## src/rtl/core/tcw_pkg.sv

```systemverilog
`default_nettype none

package tcw_pkg;

    localparam logic [1:0] OP_PUT   = 2'd0;
    localparam logic [1:0] OP_CLEAR = 2'd1;
    localparam logic [1:0] OP_READ  = 2'd2;

    localparam logic [7:0] CHAR_BACKSPACE = 8'h08;
    localparam logic [7:0] CHAR_NEWLINE   = 8'h0A;
    localparam logic [7:0] CHAR_SPACE     = 8'h20;

    localparam logic [7:0] REG_TEXT_ATTR  = 8'd0;
    localparam logic [7:0] REG_CLEAR_ATTR = 8'd1;

    localparam logic [7:0] TEXT_ATTR_RESET  = 8'h0F;
    localparam logic [7:0] CLEAR_ATTR_RESET = 8'h07;

    typedef struct packed {
        logic [4:0]  cursor_row;
        logic [6:0]  cursor_col;
        logic [15:0] cell_value;
        logic        screen_cleared;
    } result_t;

endpackage

`default_nettype wire

```

## src/rtl/core/tcw_sequencer.sv

```systemverilog
`default_nettype none

module tcw_sequencer #(
    parameter int COLUMNS = 80,
    parameter int ROWS    = 25
) (
    input  wire                                   aclk,
    input  wire                                   aresetn,
    input  wire                                   s_valid,
    output logic                                  s_ready,
    input  wire [1:0]                             s_operation,
    input  wire [7:0]                             s_char_code,
    input  wire [10:0]                            s_cell_index,
    output logic                                  m_valid,
    input  wire                                   m_ready,
    output tcw_pkg::result_t                      m_result,
    input  wire [7:0]                             text_attr,
    input  wire [7:0]                             clear_attr,
    output logic                                  mem_wr_en,
    output logic                                  mem_rd_en,
    output logic [$clog2(ROWS*COLUMNS)-1:0]       mem_addr,
    output logic [15:0]                           mem_wr_data,
    input  wire [15:0]                            mem_rd_data
);

    localparam int CELL_COUNT = ROWS * COLUMNS;
    localparam int ADDR_W     = $clog2(CELL_COUNT);
    localparam int ROW_W      = $clog2(ROWS);
    localparam int COL_W      = $clog2(COLUMNS);

    localparam logic [1:0] ST_SWEEP = 2'd0;
    localparam logic [1:0] ST_IDLE  = 2'd1;
    localparam logic [1:0] ST_READ  = 2'd2;

    logic [1:0]        state_reg, state_next;
    logic [ROW_W-1:0]  row_reg, row_next;
    logic [COL_W-1:0]  col_reg, col_next;
    logic [ADDR_W-1:0] sweep_addr_reg, sweep_addr_next;
    logic [7:0]        sweep_attr_reg, sweep_attr_next;
    logic              m_valid_reg, m_valid_next;
    tcw_pkg::result_t  result_reg, result_next;

    logic              accept;
    logic [ROW_W:0]    row_inc;
    logic [COL_W:0]    col_inc;
    logic [ROW_W:0]    row_step;
    logic [COL_W:0]    col_step;
    logic [COL_W-1:0]  put_col;
    logic              put_wr;
    logic              overflow;
    logic [ADDR_W-1:0] base_addr;
    logic [ADDR_W-1:0] put_addr;
    logic              in_range;

    assign s_ready = (state_reg == ST_IDLE) && (!m_valid_reg || m_ready);
    assign accept  = s_valid && s_ready;

    assign row_inc  = (ROW_W + 1)'(row_reg) + (ROW_W + 1)'(1);
    assign col_inc  = (COL_W + 1)'(col_reg) + (COL_W + 1)'(1);
    assign in_range = (32'(s_cell_index) < 32'(CELL_COUNT));

    always_comb begin
        row_step = (ROW_W + 1)'(row_reg);
        col_step = (COL_W + 1)'(col_reg);
        put_col  = col_reg;
        put_wr   = 1'b0;
        case (s_char_code)
            tcw_pkg::CHAR_NEWLINE: begin
                col_step = '0;
                row_step = row_inc;
            end
            tcw_pkg::CHAR_BACKSPACE: begin
                if (col_reg != '0) begin
                    put_col  = col_reg - COL_W'(1);
                    col_step = (COL_W + 1)'(put_col);
                    put_wr   = 1'b1;
                end
            end
            default: begin
                put_wr   = 1'b1;
                col_step = col_inc;
            end
        endcase
        if (col_step == (COL_W + 1)'(COLUMNS)) begin
            col_step = '0;
            row_step = row_inc;
        end
        overflow = (row_step == (ROW_W + 1)'(ROWS));
    end

    assign base_addr = ADDR_W'(row_reg) * ADDR_W'(COLUMNS);
    assign put_addr  = base_addr + ADDR_W'(put_col);

    always_comb begin
        state_next      = state_reg;
        row_next        = row_reg;
        col_next        = col_reg;
        sweep_addr_next = sweep_addr_reg;
        sweep_attr_next = sweep_attr_reg;
        m_valid_next    = m_valid_reg && !m_ready;
        result_next     = result_reg;
        mem_wr_en       = 1'b0;
        mem_rd_en       = 1'b0;
        mem_addr        = sweep_addr_reg;
        mem_wr_data     = {sweep_attr_reg, tcw_pkg::CHAR_SPACE};

        case (state_reg)
            ST_SWEEP: begin
                mem_wr_en = 1'b1;
                if (sweep_addr_reg == ADDR_W'(CELL_COUNT - 1)) begin
                    state_next = ST_IDLE;
                end else begin
                    sweep_addr_next = sweep_addr_reg + ADDR_W'(1);
                end
            end
            ST_IDLE: begin
                if (accept) begin
                    result_next.cell_value     = '0;
                    result_next.screen_cleared = 1'b0;
                    case (s_operation)
                        tcw_pkg::OP_PUT: begin
                            if (overflow) begin
                                row_next                   = '0;
                                col_next                   = '0;
                                sweep_addr_next            = '0;
                                sweep_attr_next            = clear_attr;
                                state_next                 = ST_SWEEP;
                                result_next.screen_cleared = 1'b1;
                            end else begin
                                row_next    = row_step[ROW_W-1:0];
                                col_next    = col_step[COL_W-1:0];
                                mem_wr_en   = put_wr;
                                mem_addr    = put_addr;
                                mem_wr_data = {text_attr,
                                    (s_char_code == tcw_pkg::CHAR_BACKSPACE) ?
                                    tcw_pkg::CHAR_SPACE : s_char_code};
                            end
                        end
                        tcw_pkg::OP_CLEAR: begin
                            row_next                   = '0;
                            col_next                   = '0;
                            sweep_addr_next            = '0;
                            sweep_attr_next            = clear_attr;
                            state_next                 = ST_SWEEP;
                            result_next.screen_cleared = 1'b1;
                        end
                        tcw_pkg::OP_READ: begin
                            if (in_range) begin
                                mem_rd_en  = 1'b1;
                                mem_addr   = ADDR_W'(s_cell_index);
                                state_next = ST_READ;
                            end
                        end
                        default: begin
                        end
                    endcase
                    result_next.cursor_row = 5'(row_next);
                    result_next.cursor_col = 7'(col_next);
                    m_valid_next           = (state_next != ST_READ);
                end
            end
            ST_READ: begin
                result_next.cell_value = mem_rd_data;
                m_valid_next           = 1'b1;
                state_next             = ST_IDLE;
            end
            default: begin
                state_next = ST_IDLE;
            end
        endcase
    end

    always_ff @(posedge aclk) begin
        if (!aresetn) begin
            state_reg      <= ST_SWEEP;
            row_reg        <= '0;
            col_reg        <= '0;
            sweep_addr_reg <= '0;
            sweep_attr_reg <= tcw_pkg::CLEAR_ATTR_RESET;
            m_valid_reg    <= 1'b0;
        end else begin
            state_reg      <= state_next;
            row_reg        <= row_next;
            col_reg        <= col_next;
            sweep_addr_reg <= sweep_addr_next;
            sweep_attr_reg <= sweep_attr_next;
            m_valid_reg    <= m_valid_next;
        end
    end

    always_ff @(posedge aclk) begin
        result_reg <= result_next;
    end

    assign m_valid  = m_valid_reg;
    assign m_result = result_reg;

    assert property (@(posedge aclk) disable iff (!aresetn)
        accept && result_next.screen_cleared |=> state_reg == ST_SWEEP && sweep_addr_reg == '0)
        else $error("Clearing item did not start a sweep from cell zero.");

    assert property (@(posedge aclk) disable iff (!aresetn)
        state_reg == ST_READ |-> !m_valid_reg)
        else $error("Read data returned while the result slot was occupied.");

    assert property (@(posedge aclk) disable iff (!aresetn)
        state_reg == ST_SWEEP |-> row_reg == '0 && col_reg == '0)
        else $error("Cursor left home during a sweep.");

    assert property (@(posedge aclk) disable iff (!aresetn)
        (COL_W + 1)'(col_reg) < (COL_W + 1)'(COLUMNS) &&
        (ROW_W + 1)'(row_reg) < (ROW_W + 1)'(ROWS))
        else $error("Cursor outside the screen.");

endmodule

`default_nettype wire

```

## config.mk

```make
export PLATFORM = sky130hd
export DESIGN_NAME = tcw_sequencer
export DESIGN_NICKNAME = d
export VERILOG_FILES = /design/src/rtl/core/tcw_pkg.sv /design/src/rtl/core/tcw_sequencer.sv
export SDC_FILE = /design/constraint.sdc
export NUM_CORES = 1
export LEC_CHECK = 0
export ABC_AREA = 1
export BUFFER_PORTS_ARGS = -buffer_cell sky130_fd_sc_hd__buf_2
export CAP_MARGIN = 10
export CORE_ASPECT_RATIO = 1.2
export CORE_UTILIZATION = 49
export DETAILED_ROUTE_END_ITERATION = 6
export PLACE_DENSITY = 0.79
export SYNTH_ARGS = -nofsm -noshare
export SYNTH_HDL_FRONTEND = slang
export SYNTH_SLANG_ARGS = --single-unit
```

## constraint.sdc

```tcl
create_clock -name aclk -period 2.6 [get_ports aclk]
set_input_delay 0.26 -clock aclk [delete_from_list [all_inputs] [get_ports aclk]]
set_output_delay 0.26 -clock aclk [all_outputs]
set_load 0.01 [all_outputs]
```

==> impl_metrics.toml, run 1 <==
[global_routing]
grt_max_degree = 28
overflow = 0
grt_pass1_wl_mm = 22.9
grt_pass1_vias = 4944
grt_util_all_layers = 0.317
antenna_found_initial = 0

[timing]
finalMaxSlewViolations = 0
setup_viol = 55
worstMarginPinSlew_ns = 0.739
period_minus_slack_ns = 3.31
period_share = 1.27
hold_viol = 0
layout_setup_ws_ns = -0.709
max_freq_ghz = 0.302
skew_ns = 0.00793
slew-limit-headroom = 0.507
hold_slack_ns = 0.115
rsz0062_at_grt = "yes"

[final_layout]
nets = 902
final_common_cell = "nand2_1"
largest_reg_flops = 29
design_area_um2 = 6430
multi_input_area_um2 = 2800
n_antenna_cell = 0
ff_latch_area_um2 = 1570
final_cell_mix = "nand2_1 (132), buf_2 (114), inv_1 (82), buf_4 (81), nor2_1 (46)"
fin_cells = 948
area_growth_pct = 44.1
drive_gt1_frac = 0.391
fillers = 665

[setup_path]
crit_path_start_kind = "flop"
endpoint_kind = "output port"
cp_max_fo = 8
r2r_start = "col_reg[1]"
crit_type = "flop to output port"
crit_required_ns = 2.34
startpoint = "col_reg[1]"
critPathArrivalTime_ns = 3.05

[floorplanning]
rows = 37
die_area_um2 = 9490
die_x_um = 89.1
die_h_um = 107
io_pins = 117
coreArea_um2 = 8700
start_util = 0.512

[clocking]
clkTransAtPathRegs_ns = 0.08
clk_path_buf_depth = 2
worstSkewPairLatency_ns = 0.35
cts_root_buf = "clkbuf_8"
clkSinkCount = 63
cts_buffers = 9
htreeDepth = 3
cts_tree = "built"
holdBufCountCts = 0

[power]
power_leakage_nw = 3.18
ir_worst_vdd_uv = 399
powerDensity_nw_per_um2 = 457

[yosys]
synth-seq-cells = 63
ys_warn_count = 0
synth_flop_cell = "dfxtp_1"
synthArstFlopShare = 0
synth_edf_count = 29
netlist-cell-type-count = 45
syn_avg_cell_area_um2 = 7.10
ys_seq_area_frac = 0.348
syn-num-nets = 704
synthCells = 628
synth_area_um2 = 4460

[min_path]
hold_class = "input pin to flop"
worstHoldStart = "clear_attr[1]"

[placed_design]
dp_hpwl_mm = 10.7
gp_congestion = 1.03
dp_slack_ns = -0.411
port-buffer-count = 116
placed_area_um2 = 5630
dp_cells = 910

[detailed_routing]
first_pass_iters = 5
routed_wl_mm = 15.1
drt_iter0_markers = 313
top_layer = "met4"
drc_errors = 0
wl_met2_mm = 7.97
wl_per_cell_um = 16.0
drt-vias-per-instance = 5.37
wl_met1_mm = 5.54
ant_nets = 0
met3_length_um = 785
vias = 5092

[job]
cap_violations = 0

[run_status]
violations = "negative setup slack"
status = "finished with violations"
-- routing by layer --
| metal | track usage | up-vias |
|---|---|---|
| met5 | 0 | - |
| met4 | 0.192 | 0 |
| met3 | 0.0707 | 76 |
| met2 | 0.567 | 204 |
| met1 | 0.329 | 2354 |
| li1 | - | 2458 |
-- stage by stage --
| step | TNS, ns | power [mW] | utilization |
|---|---|---|---|
| 5_1_grt | -29.23 | 3.04 | 0.738 |
| 3_5_place_dp | -11.65 | 1.82 | 0.647 |
| 6_report | -23.89 | 2.93 | 0.738 |
| 4_1_cts | -16.27 | 2.85 | 0.716 |
| 2_1_floorplan | 0 | 1.55 | - |
| 3_3_place_gp | -8.49 | 1.80 | 0.647 |
-- synth_stat cells, types with 3 or more instances --
cell type | count | area share
o21ai_1 | 8 | 0.0090
ha_1 | 17 | 0.048
nor2_2 | 6 | 0.0084
clkbuf_1 | 12 | 0.010
nor4_1 | 3 | 0.0042
nand3_1 | 41 | 0.046
o21ai_0 | 42 | 0.047
buf_2 | 3 | 0.0034
a22oi_1 | 7 | 0.012
a21oi_1 | 34 | 0.038
o22ai_1 | 12 | 0.017
nand2_1 | 148 | 0.12
nand4_1 | 5 | 0.0070
edfxtp_1 | 29 | 0.20
a221oi_1 | 3 | 0.0059
o211ai_1 | 5 | 0.0084
inv_2 | 6 | 0.0051
nor2_4 | 6 | 0.015
nor3_1 | 6 | 0.0067
nand2_2 | 10 | 0.014
xor2_1 | 18 | 0.035
inv_1 | 87 | 0.073
nor2_1 | 54 | 0.045
dfxtp_1 | 34 | 0.15
buf_6 | 4 | 0.010
-- power breakdown --
part	switching, mW	internal (mW)	leakage (nW)
clock	0.412	0.537	0.102
sequential	0.0526	1.09	0.540
combinational	0.487	0.359	2.54
-- cell families (layout without fill, tap and decap cells) --
group           count (synthesis)  count (layout)  share of synthesized area
simple gates                  290             290                      0.296
compound gates                119             119                      0.152
flops                          63              63                      0.348
xor+xnor                       20              20                     0.0393
fa+ha+maj                      19              19                     0.0567
buf+inv                       117             320                      0.109
-- critical path, stage by stage, from the launching register on --
cell and delay, ns:
dfxtp_4 0.39, buf_6 0.12, nand3_4 0.10, nor2_4 0.11, nor2_1 0.04, nor2_1 0.11, nor2_1 0.08, nor2_2 0.14
nand2_2 0.11, nor2_4 0.14, nand2_4 0.12, nand2_2 0.09, nand2_2 0.07, nor2_4 0.15, nand3_4 0.10, nand2_4 0.10
inv_4 0.06, nand2_4 0.09, clkinvlp_4 0.21, nand2_1 0.13, nand2_1 0.06, buf_2 0.14
-- path summary, 6_finish.rpt --
path                                           to  depth (start not counted)  slack [ns]
worst max-delay path              mem_wr_data[10]                         21       -0.71
worst min-delay path            sweep_attr_reg[1]                          3        0.12
worst max register to register       state_reg[1]                         23       -0.46
worst min register to register  sweep_attr_reg[1]                          2        0.48
-- layout make-up --
class | instances | share of cell area
sequential | 63 | 0.244
inverter | 96 | 0.0600
tap | 117 | 0.0228
clock buffer | 10 | 0.0199
timing repair inverter | 2 | 0.00195
timing repair buffer | 206 | 0.203
multi-input combinational | 448 | 0.436
clock inverter | 6 | 0.0130
-- repair_timing --
item	4_1_cts	5_1_grt
pin swaps	23	16
gates resized for setup	74	55
endpoints found under the setup margin	57	71
buffers inserted	16	4
gates cloned	2	0
Power figures use the tool's default switching activity.
==> inputs of run 2 (changes only) <==
--- a/config.mk
+++ b/config.mk
@@ -11,6 +11,7 @@
 export CORE_ASPECT_RATIO = 1.2
 export CORE_UTILIZATION = 49
 export DETAILED_ROUTE_END_ITERATION = 6
+export GPL_TIMING_DRIVEN = 0
 export PLACE_DENSITY = 0.79
 export SYNTH_ARGS = -nofsm -noshare
 export SYNTH_HDL_FRONTEND = slang
==> run 2 against run 1 <==
The run still ends with negative setup slack left. Highest routed layer unchanged. Setup slack worse by 0.028 ns. Wire length up 8.0%. Largest cell class unchanged. Final cell count down 2.5%.
==> impl_metrics.toml, run 2 (synthesis results as in run 1) <==
[final_layout]
n_antenna_cell = 0
final_cell_mix = "nand2_1 (118), buf_2 (114), inv_1 (79), nor2_1 (42), buf_4 (32)"
final_common_cell = "nand2_1"
fin_cells = 924
drive_gt1_frac = 0.409
largest_reg_flops = 29
area_growth_pct = 45.5
utilization = 0.746
design_area_um2 = 6490
nets = 878

[power]
p_int_mw = 1.90
p_clk_frac = 0.304
power_leakage_nw = 3.09
power.switching_mw = 1.04
ir_worst_vdd_uv = 375
seq_power_share = 0.390
powerDensity_nw_per_um2 = 453
combinationalPowerShare = 0.306
sw_frac_of_total = 0.354
p_total_mw = 2.94

[floorplanning]
die_area_um2 = 9490
die_x_um = 89.1
start_util = 0.512
io_pins = 117
rows = 37
die_h_um = 107
coreArea_um2 = 8700

[detailed_routing]
routed_wl_mm = 16.4
drt-vias-per-instance = 5.71
drt_iter0_markers = 492
ant_nets = 0
first_pass_iters = 7
vias = 5275
drc_errors = 0
wl_per_cell_um = 17.7

[setup_path]
critPathArrivalTime_ns = 3.08
crit_type = "flop to output port"
crit_path_start_kind = "flop"
endpoint_kind = "output port"
crit_required_ns = 2.34
cp_max_fo = 8
rr_worst_depth = 22

[global_routing]
grt_max_degree = 19
grt_util_all_layers = 0.320
antenna_found_initial = 0
grt_pass1_vias = 4979
overflow = 0
grt_pass1_wl_mm = 23.2

[clocking]
clkSinkCount = 63
worstSkewPairLatency_ns = 0.36
htreeDepth = 3
clk_path_buf_depth = 2
clkTransAtPathRegs_ns = 0.08
cts_buffers = 9
cts_tree = "built"
cts_root_buf = "clkbuf_8"

[placed_design]
port-buffer-count = 116
dp_hpwl_mm = 9.84
dp_slack_ns = -0.615
gp_congestion = 1.00
placed_area_um2 = 5230
dp_cells = 861

[min_path]
hold_depth = 3
hold_class = "input pin to flop"

[timing]
slew-limit-headroom = 0.421
tns_ns = -27.05
max_freq_ghz = 0.300
setup_viol = 71
period_minus_slack_ns = 3.34
worstMarginPinSlew_ns = 0.866
hold_slack_ns = 0.106
finalMaxSlewViolations = 0
hold_viol = 0
period_share = 1.28
skew_ns = 0.0111
rsz0062_at_grt = "yes"
layout_setup_ws_ns = -0.737

[job]
cap_violations = 0

[run_status]
violations = "negative setup slack"
status = "finished with violations"
[run 2: changes by cell type in the layout (fill, tap and decap cells not counted), moves of 4 or more]
cell	before	now
nand3_1	36	29
nor2_1	46	42
clkbuf_1	1	10
nand3_2	5	12
inv_4	5	1
nand2_2	16	25
a21oi_1	32	28
nand2_4	10	15
buf_6	11	19
nor2_4	13	17
buf_4	81	32
nand2_1	132	118
a21oi_2	2	6
buf_8	0	4
[run 2: final cells by class]
type | count | area [um2]
multi-input cells | 448 | 2970
inverters | 96 | 408
repair buffers | 163 | 1040
flip-flops and latches | 63 | 1560
clock inverters | 7 | 71.3
well taps | 117 | 146
clock buffers | 9 | 124
fillers | 603 | 2210
plain buffers | 21 | 168
[run 2: routing by layer]
layer / share of wire / track usage
met5: 0 / 0
met4: 0.067 / 0.215
met3: 0.063 / 0.0489
met2: 0.51 / 0.557
met1: 0.36 / 0.349
[run 2: critical path: stages (launching register included)]
cell and delay, ns:
dfxtp_4 0.38, inv_6 0.09, ha_4 0.15, nand2_4 0.06
inv_2 0.08, nand3_4 0.09, nand2_4 0.12, nor2_4 0.06
nor2_4 0.12, nand3_2 0.10, nor2_4 0.13, nand2_4 0.12
nand2_2 0.10, nand2_4 0.06, nor2_4 0.19, nand3_4 0.11
nand2_4 0.12, inv_8 0.06, nand2_8 0.09, inv_8 0.05
buf_12 0.14, o21ai_4 0.16, buf_6 0.13
[run 2: final timing paths]
path,startpoint,end,slack [ns]
setup / recovery,col_reg[1],mem_wr_data[12],-0.74
hold / removal,clear_attr[1],sweep_attr_reg[1],0.11
setup reg to reg,col_reg[1],sweep_attr_reg[5],-0.37
hold reg to reg,sweep_attr_reg[1],sweep_attr_reg[1],0.50
[run 2: timing repair]
item / CTS / global route
resized for setup: 152 / 49
hold buffers: 0 / 0
setup buffers: 30 / 13
setup endpoints to repair: 87 / 87
pin swaps: 33 / 23
cloned: 4 / 0
[run 2: power by group through the flow]
stage,Clock (mW),Combinational (mW),Sequential [mW]
after CTS,0.869,0.786,1.14
after floorplan,0,0.390,1.16
final,0.893,0.900,1.14
after detailed placement,0,0.586,1.16
after global routing,0.925,0.955,1.15
after global placement,0,0.569,1.16
